## config.mk

```make
export PLATFORM = sky130hd
export DESIGN_NAME = voltage_vector_limit_sqrt
export DESIGN_NICKNAME = d
export VERILOG_FILES = /design/src/rtl/vvls_pkg.sv /design/src/rtl/vvls_sqmul.sv /design/src/rtl/vvls_div.sv /design/src/rtl/voltage_vector_limit_sqrt.sv
export VERILOG_INCLUDE_DIRS = /design/src /design/src/rtl
export SDC_FILE = /design/constraint.sdc
export NUM_CORES = 1
export LEC_CHECK = 0
export ABC_AREA = 1
export ABC_CLOCK_PERIOD_IN_PS = 6500
export BUFFER_PORTS_ARGS = -buffer_cell sky130_fd_sc_hd__buf_4
export CAP_MARGIN = 40
export CORE_MARGIN = 8
export CORE_UTILIZATION = 35
export CTS_CLUSTER_DIAMETER = 80
export CTS_CLUSTER_SIZE = 14
export DETAILED_ROUTE_END_ITERATION = 8
export PLACE_DENSITY = 0.56
export SETUP_SLACK_MARGIN = 0.2
export SLEW_MARGIN = 20
export SYNTH_ARGS = -nofsm -noshare
export SYNTH_HDL_FRONTEND = slang
export SYNTH_SLANG_ARGS = --single-unit
```

## constraint.sdc

```tcl
create_clock -name clk -period 6.5 [get_ports clk]
set_input_delay 1.95 -clock clk [delete_from_list [all_inputs] [get_ports clk]]
set_output_delay 1.95 -clock clk [all_outputs]
set_load 0.01 [all_outputs]
```

## src/rtl/voltage_vector_limit_sqrt_assert.svh

```systemverilog
// ----------------------------------------------------------------------------
// voltage_vector_limit_sqrt assertion macros
// Shared concurrent assertion forms for the voltage vector limit block.
// ----------------------------------------------------------------------------
`ifndef VOLTAGE_VECTOR_LIMIT_SQRT_ASSERT_SVH
`define VOLTAGE_VECTOR_LIMIT_SQRT_ASSERT_SVH

// same-cycle implication, checked out of reset
`define VVLS_ASSERT_IMP(label, clk, rst_n, pre, post, msg) \
  label: assert property (@(posedge clk) disable iff (!rst_n) (pre) |-> (post)) \
    else $error(msg);

// next-cycle implication, checked out of reset
`define VVLS_ASSERT_NXT(label, clk, rst_n, pre, post, msg) \
  label: assert property (@(posedge clk) disable iff (!rst_n) (pre) |=> (post)) \
    else $error(msg);

`endif

```

## src/rtl/vvls_pkg.sv

```systemverilog
// ----------------------------------------------------------------------------
// vvls_pkg
// Widths, constants and request types for the voltage vector limit block.
// ----------------------------------------------------------------------------
package vvls_pkg;

  // field widths
  localparam int MAG_W  = 17;          // magnitude of a 17-bit signed index
  localparam int SQ_W   = 2 * MAG_W;   // exact square
  localparam int RAD_W  = 32;          // radicand
  localparam int EST_W  = 32;          // Newton estimate
  localparam int ROOT_W = 16;
  localparam int MOD_W  = 16;
  localparam int ADDR_W = 3;
  localparam int DATA_W = 32;

  // register map, index taken from the word address
  localparam logic REG_MAX_MOD = 1'b0;
  localparam logic [MOD_W-1:0] MOD_RESET = 16'd37837;  // 2/sqrt(3) in Q15

  // starting guess thresholds and shifts
  localparam logic [RAD_W-1:0] THR_LO  = 32'd10000;
  localparam logic [RAD_W-1:0] THR_MID = 32'd10000000;
  localparam logic [RAD_W-1:0] THR_HI  = 32'd1000000000;
  localparam logic [4:0] SH_LO  = 5'd5;
  localparam logic [4:0] SH_MID = 5'd9;
  localparam logic [4:0] SH_HI  = 5'd13;
  localparam logic [4:0] SH_TOP = 5'd15;

  // Newton step bound
  localparam int NEWTON_CAP = 64;
  localparam int STEP_W     = $clog2(NEWTON_CAP);

  typedef struct packed {
    logic             start;
    logic [MAG_W-1:0] a;
    logic [MAG_W-1:0] b;
  } mul_req_t;

  typedef struct packed {
    logic            done;
    logic [SQ_W-1:0] prod;
  } mul_rsp_t;

  typedef struct packed {
    logic             start;
    logic [RAD_W-1:0] num;
    logic [EST_W-1:0] den;
  } div_req_t;

  typedef struct packed {
    logic             done;
    logic [RAD_W-1:0] quo;
  } div_rsp_t;

endpackage

```

## src/rtl/vvls_sqmul.sv

```systemverilog
// ----------------------------------------------------------------------------
// vvls_sqmul
// Bit-serial shift-add multiplier, one multiplier bit per cycle.
// ----------------------------------------------------------------------------
module vvls_sqmul (
  input  logic              clk,
  input  logic              rst_n,
  input  vvls_pkg::mul_req_t req,
  output vvls_pkg::mul_rsp_t rsp
);
  import vvls_pkg::*;

  localparam int CNT_W = $clog2(MAG_W);
  localparam logic [CNT_W-1:0] LAST = CNT_W'(MAG_W - 1);

  logic             busy_r, busy_nxt;
  logic             done_r, done_nxt;
  logic [CNT_W-1:0] cnt_r, cnt_nxt;
  logic [MAG_W-1:0] a_r, a_nxt;
  // upper part (MAG_W+1) accumulates, lower part shifts the multiplier out
  logic [2*MAG_W:0] p_r, p_nxt;
  logic [MAG_W:0]   hi_sum;

  // one add per cycle on the upper half
  always_comb begin
    hi_sum   = p_r[2*MAG_W:MAG_W] + (p_r[0] ? {1'b0, a_r} : {(MAG_W+1){1'b0}});
    busy_nxt = busy_r;
    done_nxt = 1'b0;
    cnt_nxt  = cnt_r;
    a_nxt    = a_r;
    p_nxt    = p_r;
    if (req.start) begin
      busy_nxt = 1'b1;
      cnt_nxt  = '0;
      a_nxt    = req.a;
      p_nxt    = {{(MAG_W+1){1'b0}}, req.b};
    end else if (busy_r) begin
      p_nxt   = {1'b0, hi_sum, p_r[MAG_W-1:1]};
      cnt_nxt = cnt_r + 1'b1;
      if (cnt_r == LAST) begin
        busy_nxt = 1'b0;
        done_nxt = 1'b1;
      end
    end
  end

  always_ff @(posedge clk) begin
    if (!rst_n) begin
      busy_r <= 1'b0;
      done_r <= 1'b0;
      cnt_r  <= '0;
    end else begin
      busy_r <= busy_nxt;
      done_r <= done_nxt;
      cnt_r  <= cnt_nxt;
    end
  end

  always_ff @(posedge clk) begin
    a_r <= a_nxt;
    p_r <= p_nxt;
  end

  assign rsp.done = done_r;
  assign rsp.prod = p_r[SQ_W-1:0];

endmodule

```

## src/rtl/vvls_div.sv

```systemverilog
// ----------------------------------------------------------------------------
// vvls_div
// Restoring radix-2 divider, one quotient bit per cycle.
// ----------------------------------------------------------------------------
module vvls_div (
  input  logic              clk,
  input  logic              rst_n,
  input  vvls_pkg::div_req_t req,
  output vvls_pkg::div_rsp_t rsp
);
  import vvls_pkg::*;

  localparam int CNT_W = $clog2(RAD_W);
  localparam logic [CNT_W-1:0] LAST = CNT_W'(RAD_W - 1);

  logic             busy_r, busy_nxt;
  logic             done_r, done_nxt;
  logic [CNT_W-1:0] cnt_r, cnt_nxt;
  logic [EST_W-1:0] den_r, den_nxt;
  logic [EST_W-1:0] rem_r, rem_nxt;
  logic [RAD_W-1:0] quo_r, quo_nxt;   // dividend shifts out, quotient in
  logic [EST_W:0]   trial;
  logic [EST_W+1:0] diff;
  logic             fits;

  // trial subtract of the divisor from the shifted remainder
  always_comb begin
    trial    = {rem_r, quo_r[RAD_W-1]};
    diff     = {1'b0, trial} - {2'b00, den_r};
    fits     = !diff[EST_W+1];
    busy_nxt = busy_r;
    done_nxt = 1'b0;
    cnt_nxt  = cnt_r;
    den_nxt  = den_r;
    rem_nxt  = rem_r;
    quo_nxt  = quo_r;
    if (req.start) begin
      busy_nxt = 1'b1;
      cnt_nxt  = '0;
      den_nxt  = req.den;
      rem_nxt  = '0;
      quo_nxt  = req.num;
    end else if (busy_r) begin
      rem_nxt = fits ? diff[EST_W-1:0] : trial[EST_W-1:0];
      quo_nxt = {quo_r[RAD_W-2:0], fits};
      cnt_nxt = cnt_r + 1'b1;
      if (cnt_r == LAST) begin
        busy_nxt = 1'b0;
        done_nxt = 1'b1;
      end
    end
  end

  always_ff @(posedge clk) begin
    if (!rst_n) begin
      busy_r <= 1'b0;
      done_r <= 1'b0;
      cnt_r  <= '0;
    end else begin
      busy_r <= busy_nxt;
      done_r <= done_nxt;
      cnt_r  <= cnt_nxt;
    end
  end

  always_ff @(posedge clk) begin
    den_r <= den_nxt;
    rem_r <= rem_nxt;
    quo_r <= quo_nxt;
  end

  assign rsp.done = done_r;
  assign rsp.quo  = quo_r;

endmodule

```

## src/rtl/voltage_vector_limit_sqrt.sv

```systemverilog
// ----------------------------------------------------------------------------
// voltage_vector_limit_sqrt
// Voltage vector magnitude or q-axis headroom by integer Newton square root.
// ----------------------------------------------------------------------------
// Usage:
//   in_*  : one request per item. in_tdata holds ud and uq (Q15, signed),
//           in_tuser[0] is the action: 0 = sqrt(ud^2+uq^2),
//           1 = sqrt(max^2-ud^2). A request is taken when in_tvalid and
//           in_tready are both high; in_tready is high while no item is in
//           flight.
//   out_* : one result per request. out_tdata is the root, out_tuser[0] the
//           clamp flag (headroom overdrawn, root forced to 0).
//   cfg_* : APB register port, max_modulation at address 0, pready always 1.
// Sequence: two serial squarings, a setup step, then Newton steps, each
//   an issue, a bit-serial divide and an update.
//   A clamped item skips the setup and the iteration.
// Throughput: one item at a time; the divider loop sets the rate.
// Reset: max_modulation returns to 37837, the pipeline empties.
// Stall: a result waits in the output register; a new request is taken
//   meanwhile, and its finished result waits until the register is free.
// ----------------------------------------------------------------------------
`include "voltage_vector_limit_sqrt_assert.svh"

module voltage_vector_limit_sqrt (
  input  logic                        clk,
  input  logic                        rst_n,
  // input stream
  input  logic                        in_tvalid,
  output logic                        in_tready,
  input  logic [39:0]                 in_tdata,   // [16:0] ud, [33:17] uq, [39:34] zero
  input  logic [0:0]                  in_tuser,   // [0] action
  // result stream
  output logic                        out_tvalid,
  input  logic                        out_tready,
  output logic [vvls_pkg::ROOT_W-1:0] out_tdata,  // [15:0] root
  output logic [0:0]                  out_tuser,  // [0] clamped
  // register port
  input  logic                        cfg_psel,
  input  logic                        cfg_penable,
  input  logic                        cfg_pwrite,
  input  logic [vvls_pkg::ADDR_W-1:0] cfg_paddr,
  input  logic [vvls_pkg::DATA_W-1:0] cfg_pwdata,
  output logic [vvls_pkg::DATA_W-1:0] cfg_prdata,
  output logic                        cfg_pready
);
  import vvls_pkg::*;

  localparam logic [2:0] S_IDLE  = 3'd0;
  localparam logic [2:0] S_MUL_A = 3'd1;
  localparam logic [2:0] S_MUL_B = 3'd2;
  localparam logic [2:0] S_PREP  = 3'd3;
  localparam logic [2:0] S_ISSUE = 3'd4;
  localparam logic [2:0] S_DIV   = 3'd5;
  localparam logic [2:0] S_FIN   = 3'd6;

  localparam logic [STEP_W-1:0] STEP_LAST = STEP_W'(NEWTON_CAP - 1);
  localparam logic [EST_W-1:0]  ROOT_MAX  = EST_W'({ROOT_W{1'b1}});

  logic [2:0]        state_r, state_nxt;
  logic [MOD_W-1:0]  max_r;
  logic              action_r, action_nxt;
  logic [MAG_W-1:0]  opb_r, opb_nxt;
  logic [SQ_W-1:0]   ud2_r, ud2_nxt;
  logic [RAD_W-1:0]  rad_r, rad_nxt;
  logic [EST_W-1:0]  est_r, est_nxt;
  logic [STEP_W-1:0] step_r, step_nxt;
  logic              clamp_r, clamp_nxt;
  logic              out_valid_r, out_valid_nxt;
  logic [ROOT_W-1:0] out_root_r, out_root_nxt;
  logic              out_clamp_r, out_clamp_nxt;

  logic              in_acc;
  logic              cfg_wr;
  logic [MAG_W-1:0]  ud_mag, uq_mag;
  logic [SQ_W:0]     sum_sq;
  logic [4:0]        sh;
  logic [EST_W:0]    newt_sum;
  logic [EST_W-1:0]  est_new;
  logic [EST_W-1:0]  drop;

  mul_req_t mul_req;
  mul_rsp_t mul_rsp;
  div_req_t div_req;
  div_rsp_t div_rsp;

  // magnitude of a signed Q15 index; -65536 maps to 65536
  function automatic logic [MAG_W-1:0] mag17(input logic [MAG_W-1:0] v);
    mag17 = v[MAG_W-1] ? (~v + 1'b1) : v;
  endfunction

  assign in_acc = in_tvalid && in_tready;
  assign ud_mag = mag17(in_tdata[MAG_W-1:0]);
  assign uq_mag = mag17(in_tdata[2*MAG_W-1:MAG_W]);

  // register port
  assign cfg_pready = 1'b1;
  assign cfg_wr     = cfg_psel && cfg_penable && cfg_pwrite && cfg_pready;
  assign cfg_prdata = (cfg_paddr[2] == REG_MAX_MOD) ?
                      {{(DATA_W-MOD_W){1'b0}}, max_r} : '0;

  always_ff @(posedge clk) begin
    if (!rst_n) begin
      max_r <= MOD_RESET;
    end else if (cfg_wr && (cfg_paddr[2] == REG_MAX_MOD)) begin
      max_r <= cfg_pwdata[MOD_W-1:0];
    end
  end

  // serial units
  vvls_sqmul u_mul (.clk(clk), .rst_n(rst_n), .req(mul_req), .rsp(mul_rsp));
  vvls_div   u_div (.clk(clk), .rst_n(rst_n), .req(div_req), .rsp(div_rsp));

  always_comb begin
    mul_req.start = 1'b0;
    mul_req.a     = ud_mag;
    mul_req.b     = ud_mag;
    if (state_r == S_IDLE) begin
      mul_req.start = in_acc;
    end else if (state_r == S_MUL_A) begin
      mul_req.start = mul_rsp.done;
      mul_req.a     = opb_r;
      mul_req.b     = opb_r;
    end
  end

  assign div_req.start = (state_r == S_ISSUE) && (est_r != '0);
  assign div_req.num   = rad_r;
  assign div_req.den   = est_r;

  // starting guess shift by threshold
  always_comb begin
    if (rad_r < THR_LO) begin
      sh = SH_LO;
    end else if (rad_r < THR_MID) begin
      sh = SH_MID;
    end else if (rad_r < THR_HI) begin
      sh = SH_HI;
    end else begin
      sh = SH_TOP;
    end
  end

  // Newton update and drop against the previous estimate
  assign sum_sq   = {1'b0, ud2_r} + {1'b0, mul_rsp.prod};
  assign newt_sum = {1'b0, est_r} + {1'b0, div_rsp.quo};
  assign est_new  = newt_sum[EST_W:1];
  assign drop     = est_r - est_new;

  // sequencer
  always_comb begin
    state_nxt     = state_r;
    action_nxt    = action_r;
    opb_nxt       = opb_r;
    ud2_nxt       = ud2_r;
    rad_nxt       = rad_r;
    est_nxt       = est_r;
    step_nxt      = step_r;
    clamp_nxt     = clamp_r;
    out_valid_nxt = out_valid_r && !out_tready;
    out_root_nxt  = out_root_r;
    out_clamp_nxt = out_clamp_r;
    case (state_r)
      S_IDLE: begin
        if (in_acc) begin
          action_nxt = in_tuser[0];
          opb_nxt    = in_tuser[0] ? {{(MAG_W-MOD_W){1'b0}}, max_r} : uq_mag;
          clamp_nxt  = 1'b0;
          state_nxt  = S_MUL_A;
        end
      end
      S_MUL_A: begin
        if (mul_rsp.done) begin
          ud2_nxt   = mul_rsp.prod;
          state_nxt = S_MUL_B;
        end
      end
      S_MUL_B: begin
        if (mul_rsp.done) begin
          state_nxt = S_PREP;
          if (!action_r) begin
            // sum saturates to the 32-bit radicand
            rad_nxt = (sum_sq[SQ_W:RAD_W] != '0) ? {RAD_W{1'b1}} : sum_sq[RAD_W-1:0];
          end else if (ud2_r > mul_rsp.prod) begin
            // headroom overdrawn
            clamp_nxt = 1'b1;
            est_nxt   = '0;
            state_nxt = S_FIN;
          end else begin
            rad_nxt = RAD_W'(mul_rsp.prod - ud2_r);
          end
        end
      end
      S_PREP: begin
        est_nxt   = (rad_r >> sh) + 1'b1;
        step_nxt  = '0;
        state_nxt = S_ISSUE;
      end
      S_ISSUE: begin
        state_nxt = (est_r == '0) ? S_FIN : S_DIV;
      end
      S_DIV: begin
        if (div_rsp.done) begin
          est_nxt  = est_new;
          step_nxt = step_r + 1'b1;
          if (drop <= EST_W'(1) || step_r == STEP_LAST) begin
            state_nxt = S_FIN;
          end else begin
            state_nxt = S_ISSUE;
          end
        end
      end
      S_FIN: begin
        if (!out_valid_r || out_tready) begin
          out_valid_nxt = 1'b1;
          out_root_nxt  = (est_r > ROOT_MAX) ? {ROOT_W{1'b1}} : est_r[ROOT_W-1:0];
          out_clamp_nxt = clamp_r;
          state_nxt     = S_IDLE;
        end
      end
      default: begin
        state_nxt = S_IDLE;
      end
    endcase
  end

  always_ff @(posedge clk) begin
    if (!rst_n) begin
      state_r     <= S_IDLE;
      out_valid_r <= 1'b0;
      step_r      <= '0;
      clamp_r     <= 1'b0;
    end else begin
      state_r     <= state_nxt;
      out_valid_r <= out_valid_nxt;
      step_r      <= step_nxt;
      clamp_r     <= clamp_nxt;
    end
  end

  always_ff @(posedge clk) begin
    action_r    <= action_nxt;
    opb_r       <= opb_nxt;
    ud2_r       <= ud2_nxt;
    rad_r       <= rad_nxt;
    est_r       <= est_nxt;
    out_root_r  <= out_root_nxt;
    out_clamp_r <= out_clamp_nxt;
  end

  assign in_tready  = (state_r == S_IDLE);
  assign out_tvalid = out_valid_r;
  assign out_tdata  = out_root_r;
  assign out_tuser  = out_clamp_r;

  // checks
  `VVLS_ASSERT_IMP(a_clamp_zero, clk, rst_n, out_tvalid && out_tuser[0],
                   out_tdata == '0, "clamped result with nonzero root")
  `VVLS_ASSERT_IMP(a_div_nonzero, clk, rst_n, div_req.start, div_req.den != '0,
                   "divider started with zero divisor")
  `VVLS_ASSERT_IMP(a_mul_done_state, clk, rst_n, mul_rsp.done,
                   state_r == S_MUL_A || state_r == S_MUL_B,
                   "multiplier finished outside a squaring state")
  `VVLS_ASSERT_NXT(a_busy_after_acc, clk, rst_n, in_acc, !in_tready,
                   "request taken while previous item still in flight")

endmodule

```

* Word-level counts from Yosys, hierarchy flattened
Index checks and enable logic that the tools add are counted.
** Storage, ports and cells
- Logic and storage cells :: 152
- Register bits :: 321
- Output and inout port bits :: 52
** Operators by class
- Muxes and demuxes :: 51
- Magnitude comparators :: 6
- Eq/ne operators :: 17
- Reduce and logical (&&, ||, !) cells :: 33
- $add $sub $neg :: 12
- Bitwise operators :: 7
- Shift-type cells :: 1
** Operators by type and width (number)
- 2-to-1 mux 32 bit :: 10
- case mux 32 bit (3 select lines) :: 1
- 2-to-1 mux 17 bit :: 4
- subtractor 32 bit :: 2
- 2-to-1 mux 16 bit :: 3
- adder 34 x 34 -> 35 bit :: 1
- 2-to-1 mux 35 bit :: 1
- adder 17 x 1 -> 17 bit (second input constant) :: 2
- greater-than comparator 34 bit :: 1
- 2-to-1 mux 34 bit :: 1
- inverter 17 bit :: 2
- subtractor 33 x 32 -> 34 bit :: 1
- adder 32 x 32 -> 33 bit :: 1
- adder 32 x 1 -> 32 bit (second input constant) :: 1
- greater-than comparator 32 x 16 -> 1 bit (second input constant) :: 1
- <= comparator 32 x 1 -> 1 bit (second input constant) :: 1
- logical NOT 32 bit :: 1
- < comparator 32 x 14 -> 1 bit (second input constant) :: 1
- < comparator 32 x 24 -> 1 bit (second input constant) :: 1
- < comparator 32 x 30 -> 1 bit (second input constant) :: 1
- nonzero test 32 bit :: 1
- >> shifter 32 x 5 -> 32 bit :: 1
- 2-to-1 mux 3 bit :: 8
- case mux 3 bit (7 select lines) :: 1
- 28 further kinds :: 79

* Longest topological paths before layout
Gate-level depths: netlist of run 1.
- Depth in word-level cells :: 7
- Mapped depth :: 35
- Mapped depth without buffers :: 35

* By module
From an unflattened synthesis of run 1, not the netlist that was laid out.
** Unflattened totals
- Cell total of the unflattened synthesis :: 4011
- Area, all modules :: 27274.9 um^2
** By module, submodules not included
- voltage_vector_limit_sqrt :: sequential area each 4534.3 um^2, area each 17092.6 um^2, cells each 2574, times used 1
- vvls_div :: sequential area each 2702.6 um^2, area each 6801.5 um^2, cells each 982, times used 1
- vvls_sqmul :: sequential area each 1501.4 um^2, area each 3380.7 um^2, cells each 455, times used 1

* Worst setup path before layout of run 1
OpenSTA, ideal clock, no wires.
- Kind :: register to register
- Start point :: register u_mul.p_r[14]
- End point :: register est_r[0], enable pin
- Setup slack :: 1.636 ns
- Period minus slack after synthesis :: 4.864 ns
- Arrival time :: 4.390 ns
- Stages on the path, launching flop included :: 13
- Library setup time :: 0.474 ns
- Buffers on the path :: 1
- Cells stage by stage :: edfxtp_1 > ha_1 > clkbuf_1 > nand2_1 > nor2_1 > inv_1 > nor3_1 > nand2_1 > nand2_1 > a31oi_1 > o21ai_0 > nand2_1 > a221oi_1
** On the way
- Cells in the longest elaborated chain, start to end :: 3
** Ends and longest elaborated chain
- from (decl) :: RTL line vvls_sqmul.sv:21 : logic [2*MAG_W:0] p_r, p_nxt;
- from (signal assigned) :: RTL line vvls_sqmul.sv:61 : p_r <= p_nxt;
- greater-than comparator 34 bit :: RTL line voltage_vector_limit_sqrt.sv:183 : end else if (ud2_r > mul_rsp.prod) begin
- inequality test 2 bit (no source line)
- AND reduction 5 bit (no source line)
- to (signal assigned) :: RTL line voltage_vector_limit_sqrt.sv:245 : est_r <= est_nxt;
- to (decl) :: RTL line voltage_vector_limit_sqrt.sv:65 : logic [EST_W-1:0] est_r, est_nxt;
No other way between the ends.
A chain may end at the register's enable or synchronous reset.

* Worst setup path after layout of run 1
- Start point :: register est_r[2]
- End point :: register state_r[1]
** On the way
- Cells in the longest elaborated chain, start to end :: 7
** Ends and longest elaborated chain
- adder 32 x 32 -> 33 bit :: RTL line voltage_vector_limit_sqrt.sv:145 : assign newt_sum = {1'b0, est_r} + {1'b0, div_rsp.quo};
- subtractor 32 bit :: RTL line voltage_vector_limit_sqrt.sv:147 : assign drop = est_r - est_new;
- <= comparator 32 x 1 -> 1 bit :: RTL line voltage_vector_limit_sqrt.sv:205 : if (drop <= EST_W'(1) || step_r == STEP_LAST) begin
- logical OR 1 bit :: RTL line voltage_vector_limit_sqrt.sv:205
- 2-to-1 mux 2 bit :: RTL line voltage_vector_limit_sqrt.sv:205
- 2-to-1 mux 3 bit :: RTL line voltage_vector_limit_sqrt.sv:202 : if (div_rsp.done) begin
- case mux 3 bit (7 select lines) (*) :: RTL line voltage_vector_limit_sqrt.sv:162 : case (state_r)
- to (signal assigned) :: RTL line voltage_vector_limit_sqrt.sv:233 : state_r <= state_nxt;
- to (decl) :: RTL line voltage_vector_limit_sqrt.sv:59 : logic [2:0] state_r, state_nxt;
Every way passes the cells marked *; elsewhere a longest branch is shown, timed or not. The select of a mux whose other input is x is not followed.

==> results.cfg, run 1 <==
[routing]
first_iter_violations = 1383
drc = 0
num_vias = 22861
wl_per_cell_um = 16.0
firstDrtPassIters = 5
routed_via_density = 4.96
antenna_left = 0
wl_um = 73900

[worst_setup_path]
crit_top_cell = nand2_1
reg2reg_depth = 29
start_kind = register
r2r_start = est_r[2]$_DFFE_PP_
crit_fanout = 5
worstPathArrival_ps = 5570
critPathTopFamily = simple AND/OR/NAND/NOR gates
endpoint_kind = register
critPathKind = reg2reg
r2r-end = state_r[1]$_SDFFE_PN0P_
cpPeakStageDelay_ps = 480
required_ps = 7030
crit_buf_inv = 2
slowest_stage = edfxtp_1
r2r_slack_ps = 1460

[cells_and_area]
drive_gt1_share_pct = 7.47
areaGrowthSynthToFinish_pct = 10.4
insertedDiodeCount = 0
layout.nets = 3936
finalNonFillerCells = 4612

[sta]
fin_tns_setup_ps = 0
max_freq_mhz = 199
finalHoldViolations = 0
fin_crit_sh_pct = 77.5
whs_ps = 445
period_minus_slack_ps = 5040
setup_viol = 0
tightestPinTransition_ps = 806
rsz0062_at_grt = false
relSlewSlack_pct = 46.1
finalWorstSetupSlack_ps = 1460
skew_ps = 17.0
slew_viol_final = 0

[synth]
avgSynthCellArea_um2 = 7.21
async_flop_share_pct = 0
synth_edf_count = 231
yosysWarnings = 0
netlist_area_um2 = 25700
synth_top_area_share_pct = 27.0
yosysMostFrequentCell = nand2_1
yosysSeqAreaShare_pct = 34.0
synthCells = 3563
synth_top_family_by_area = simple AND/OR/NAND/NOR gates
netlist-cell-type-count = 66
synthMuxAreaShare_pct = 0
yosys.area_share.simple_pct = 26.7
synth_common_cells = nand2_1, inv_1, nor2_1
synth_compound_area_share_pct = 15.3
synthAdderAreaFrac_pct = 11.1
synth-seq-cells = 321
synth-main-ff-cell = edfxtp_1
synthTopCellsByArea = edfxtp_1, nand2_1, ha_1
synth_top_area_cell = edfxtp_1
synth_xor_area_share_pct = 3.14

[die]
io_pins = 135
die_area_um2 = 82300
core_um2 = 72800
rows = 99
die_h_um = 287
start_util_pct = 35.3
die_x_um = 287

[power]
power_frac_comb_pct = 55.1
clockPowerShare_pct = 16.7
swShare_pct = 47.6
p_switching_w = 0.00506
seq_power_share_pct = 28.2
p_leak_nw = 13.2
power.internal_w = 0.00558
irDropWorstVdd_uv = 246
power_density_nw_per_um2 = 375

[clock_network]
cts_made_buffers = 31
cts_setup_buffers = 0
worstSkewPairLatency_ps = 600
cts_resized = 0
clkTransAtPathRegs_ps = 70
cts_max_path_buffers = 3
cts_hold_buf = 0
cts_tree = done
cts_max_level = 1
cts_root_buffer = clkbuf_16
clock_sinks = 321

[global_routing]
grt_pass1_wl_um = 118000
antenna_found_initial = 0
grt_pass1_vias = 22425
grt_usage_pct = 17.5
grt_max_degree = 59
grt.overflow.total = 0

[placed_design]
dp_hpwl_um = 59800
place_congestion = 0.895
dpl.cell_count = 4554
pre_cts_slack_ps = 1470
portBuffers = 93

[worst_hold_path]
holdPathStages = 0
hold_path.startpoint = clamp_r$_SDFFE_PN0P_
min_to = out_tuser$_DFFE_PP_
hp-class = reg2reg

[run]
cap_violations = 0

[status]
outcome = complete, no violations
[logic make-up (layout without fill, tap and decap cells)]
kind of cell / Yosys count / after routing
and+or+nand+nor: 1597 / 1597
DFF: 321 / 321
other: 2 / 17
buffers and inverters: 633 / 708
AOI/OAI and AO/OA: 694 / 694
xor gates and xnor gates: 92 / 92
adders and majority gates: 224 / 224
[cell usage in the layout (no fill, tap or decap), drive strengths merged, types with 14 or more instances in the layout]
master  Yosys  routed
a21o       14      14
a21oi     278     278
a31oi      21      21
buf        42     121
clkbuf     62      49
conb        2      17
dfxtp      90      90
edfxtp    231     231
ha        218     218
inv       526     530
nand2     883     883
nand3     194     194
nand4      43      43
nor2      336     336
nor3       55      55
nor4       22      22
o211ai     33      33
o21ai     251     251
o21bai     19      19
or2        37      37
xnor2      38      38
xor2       54      54
[per-layer routing]
metal,GRT usage [%],up-vias,part of all wire (%)
li1,-,11907,-
met1,22.5,10413,45
met2,30.4,410,48
met3,1.86,131,3.4
met4,5.61,0,3.5
met5,0,-,0
[registers in the layout, summed over array words and instances (netlist names), 5 cells and up]
| register | flops |
|---|---|
| u_div.rem_r | 32 |
| est_r | 32 |
| u_mul.cnt_r | 5 |
| u_mul.p_r | 34 |
| ud2_r | 34 |
| out_tdata | 16 |
| u_div.cnt_r | 5 |
| max_r | 16 |
| u_div.den_r | 32 |
| step_r | 6 |
| rad_r | 32 |
| opb_r | 17 |
| u_div.quo_r | 32 |
| u_mul.a_r | 17 |
[power by group through the flow]
stage / combinational, W / sequential [W] / clock (W)
after global routing: 0.00669 / 0.00304 / 0.00191
final: 0.00587 / 0.00300 / 0.00178
after detailed placement: 0.00582 / 0.00305 / 0
after global placement: 0.00580 / 0.00304 / 0
after floorplan: 0.00431 / 0.00291 / 0
after CTS: 0.00584 / 0.00300 / 0.00184
[worst max-delay path by stage]
| stage | startpoint | to | slack [ps] | depth (start not counted) |
|---|---|---|---|---|
| finish | est_r[2]$_DFFE_PP_ | state_r[1]$_SDFFE_PN0P_ | 1460 | 29 |
| global route | est_r[2]$_DFFE_PP_ | state_r[1]$_SDFFE_PN0P_ | 970 | 29 |
| CTS | est_r[2]$_DFFE_PP_ | state_r[1]$_SDFFE_PN0P_ | 1440 | 29 |
| detailed placement | est_r[2]$_DFFE_PP_ | state_r[1]$_SDFFE_PN0P_ | 1470 | 29 |
| global placement | est_r[2]$_DFFE_PP_ | state_r[1]$_SDFFE_PN0P_ | 1510 | 29 |
| floorplan | u_mul.p_r[14]$_DFFE_PP_ | est_r[0]$_DFFE_PP_ | 1640 | 12 |
[layout make-up]
type / count / area, µm²
Inverter: 529 / 1990
Timing Repair Buffer: 122 / 931
Sequential cell: 321 / 8740
Clock inverter: 9 / 81.3
Fill cell: 7860 / 44500
Multi-Input combinational cell: 2624 / 14500
Clock buffer: 48 / 875
Tap cell: 959 / 1200
[stage by stage]
step	util (%)	total power [W]	area (µm²)
CTS	38.9	0.0107	28300
global placement	37.5	0.00883	27300
finish	38.9	0.0106	28300
global route	38.9	0.0116	28300
floorplan	-	0.00722	25700
detailed placement	37.6	0.00886	27400
No activity file was read; power rests on OpenSTA's default activity.
==> run 2: changes to the inputs <==
- ABC_CLOCK_PERIOD_IN_PS: 6500 -> 4900
- clock period: 6.5 -> 4.9 ns (I/O delays scaled with it)
==> run 2 against run 1 <==
Effect of this change:
- register-to-register slack got worse by 950 ps
- non-clock buffer count increased by 18
- flip-flop and latch count unchanged
- routed wire length decreased by 0.48%
- sequential power increased by 32%
- worst setup slack got worse by 950 ps
- highest routed layer unchanged
- count of clock-buffer cells in the layout unchanged
- maximum frequency increased by 15%
- critical endpoint unchanged
- critical path type unchanged
- largest power group unchanged
- via count increased by 0.60%
==> results.cfg, run 2 (synthesis results as in run 1) <==
[cells_and_area]
layout_commonest_cell = nand2_1
nFillCells = 7747
finalNonFillerCells = 4630
drive_gt1_share_pct = 8.85
insertedDiodeCount = 0
layout.nets = 3954
final_area_um2 = 28700
top_regs = u_mul.p_r x34, ud2_r x34
areaGrowthSynthToFinish_pct = 11.7
final_cell_mix = nand2_1, inv_1, nor2_1, a21oi_1, o21ai_0

[sta]
fin_tns_setup_ps = 0
finalHoldViolations = 0
setup_viol = 0
fin_crit_sh_pct = 89.5
period_minus_slack_ps = 4380
whs_ps = 446
relSlewSlack_pct = 47.6
skew_ps = 31.2
max_freq_mhz = 228
slew_viol_final = 0
tightestPinTransition_ps = 779
rsz0062_at_grt = false

[worst_hold_path]
hp-class = reg2reg

[global_routing]
antenna_found_initial = 0
grt_pass1_vias = 21926
grt.overflow.total = 0
grt_pass1_wl_um = 117000
grt_usage_pct = 17.3
grt_max_degree = 59

[clock_network]
cts_max_level = 1
worstSkewPairLatency_ps = 600
cts_root_buffer = clkbuf_16
clkTransAtPathRegs_ps = 70
cts_hold_buf = 0
cts_max_path_buffers = 3
cts_tree = done
cts_made_buffers = 31
clock_sinks = 321

[status]
outcome = complete, no violations

[die]
start_util_pct = 35.3
die_area_um2 = 82300
die_x_um = 287
rows = 99
io_pins = 135
core_um2 = 72800
die_h_um = 287

[placed_design]
portBuffers = 93
dpl_cell_area_um2 = 27500
place_congestion = 0.924
dpl.cell_count = 4568
dp_hpwl_um = 59800

[worst_setup_path]
worstPathArrival_ps = 4920
required_ps = 5440
reg2reg_depth = 23
critPathCapture = state_r[1]$_SDFFE_PN0P_
critPathKind = reg2reg
r2r_slack_ps = 520
start_kind = register
crit_fanout = 5
r2r-end = state_r[1]$_SDFFE_PN0P_
endpoint_kind = register
crit_path_start = est_r[13]$_DFFE_PP_
r2r_start = est_r[13]$_DFFE_PP_

[routing]
antenna_left = 0
num_vias = 22998
wl_per_cell_um = 15.9
drc = 0
routed_via_density = 4.97
firstDrtPassIters = 6
first_iter_violations = 1310
wl_um = 73600

[run]
cap_violations = 0

[power]
power_density_nw_per_um2 = 501
p_leak_nw = 13.3
irDropWorstVdd_uv = 313
-- run 2: power breakdown --
group          internal, W  switching, W
Sequential         0.00357      0.000379
Clock              0.00131       0.00112
Combinational      0.00269       0.00529
Total              0.00757       0.00679
-- run 2: worst min path at each step --
stage,from,endpoint,slack [ps],cells past startpoint
floorplan,clamp_r$_SDFFE_PN0P_,out_tuser$_DFFE_PP_,410,0
CTS,clamp_r$_SDFFE_PN0P_,out_tuser$_DFFE_PP_,450,0
global route,clamp_r$_SDFFE_PN0P_,out_tuser$_DFFE_PP_,460,0
global placement,clamp_r$_SDFFE_PN0P_,out_tuser$_DFFE_PP_,430,0
detailed placement,clamp_r$_SDFFE_PN0P_,out_tuser$_DFFE_PP_,430,0
finish,clamp_r$_SDFFE_PN0P_,out_tuser$_DFFE_PP_,450,0
-- run 2: worst max-delay path, cell delays in order (launching register included) --
cell,delay (ps)
edfxtp_1,540
ha_1,420
nand2_1,90
inv_1,50
a21boi_1,300
o221ai_1,170
a211oi_1,220
nand2_1,170
a31oi_1,200
xor2_1,330
ha_1,280
inv_1,120
nor3_1,280
and2_1,190
nand3_1,100
nand3_1,90
nand2_1,70
nor3_2,220
nand3_2,150
nand2_1,80
nand2_1,50
nand2_1,70
nand2_1,40
a21oi_1,120
-- run 2: through the flow --
stage	power, W	utilization [%]	setup slack (ps)
2_1_floorplan	0.00957	-	1030
3_3_place_gp	0.0118	37.7	139
3_5_place_dp	0.0118	37.7	147
4_1_cts	0.0143	39.1	216
5_1_grt	0.0157	39.4	183
6_report	0.0144	39.4	517
-- run 2: metal layers --
| layer | GRT usage [%] | vias to the layer above | routed length [µm] |
|---|---|---|---|
| met5 | 0 | - | 0 |
| met4 | 4.70 | 0 | 2010 |
| met3 | 1.46 | 98 | 2350 |
| met2 | 30.5 | 419 | 35500 |
| met1 | 22.6 | 10492 | 33700 |
| li1 | - | 11989 | - |
-- run 2: layout make-up --
class                   instances  area [µm²]  share of cell area (%)
clock buffers                  48         922                    3.22
clock inverters                 9        76.3                   0.266
inverters                     529        1990                    6.93
multi-input cells            2624       14700                    51.2
flip-flops and latches        321        8740                    30.5
well taps                     959        1200                    4.18
repair buffers                140        1070                    3.72
-- run 2: what timing repair did --
| item | CTS | global route |
|---|---|---|
| hold endpoints to repair | 0 | 0 |
| setup buffers | 0 | 4 |
| resized for setup | 1 | 36 |
| pin swaps | 0 | 6 |
| endpoints found under the setup margin | 1 | 1 |
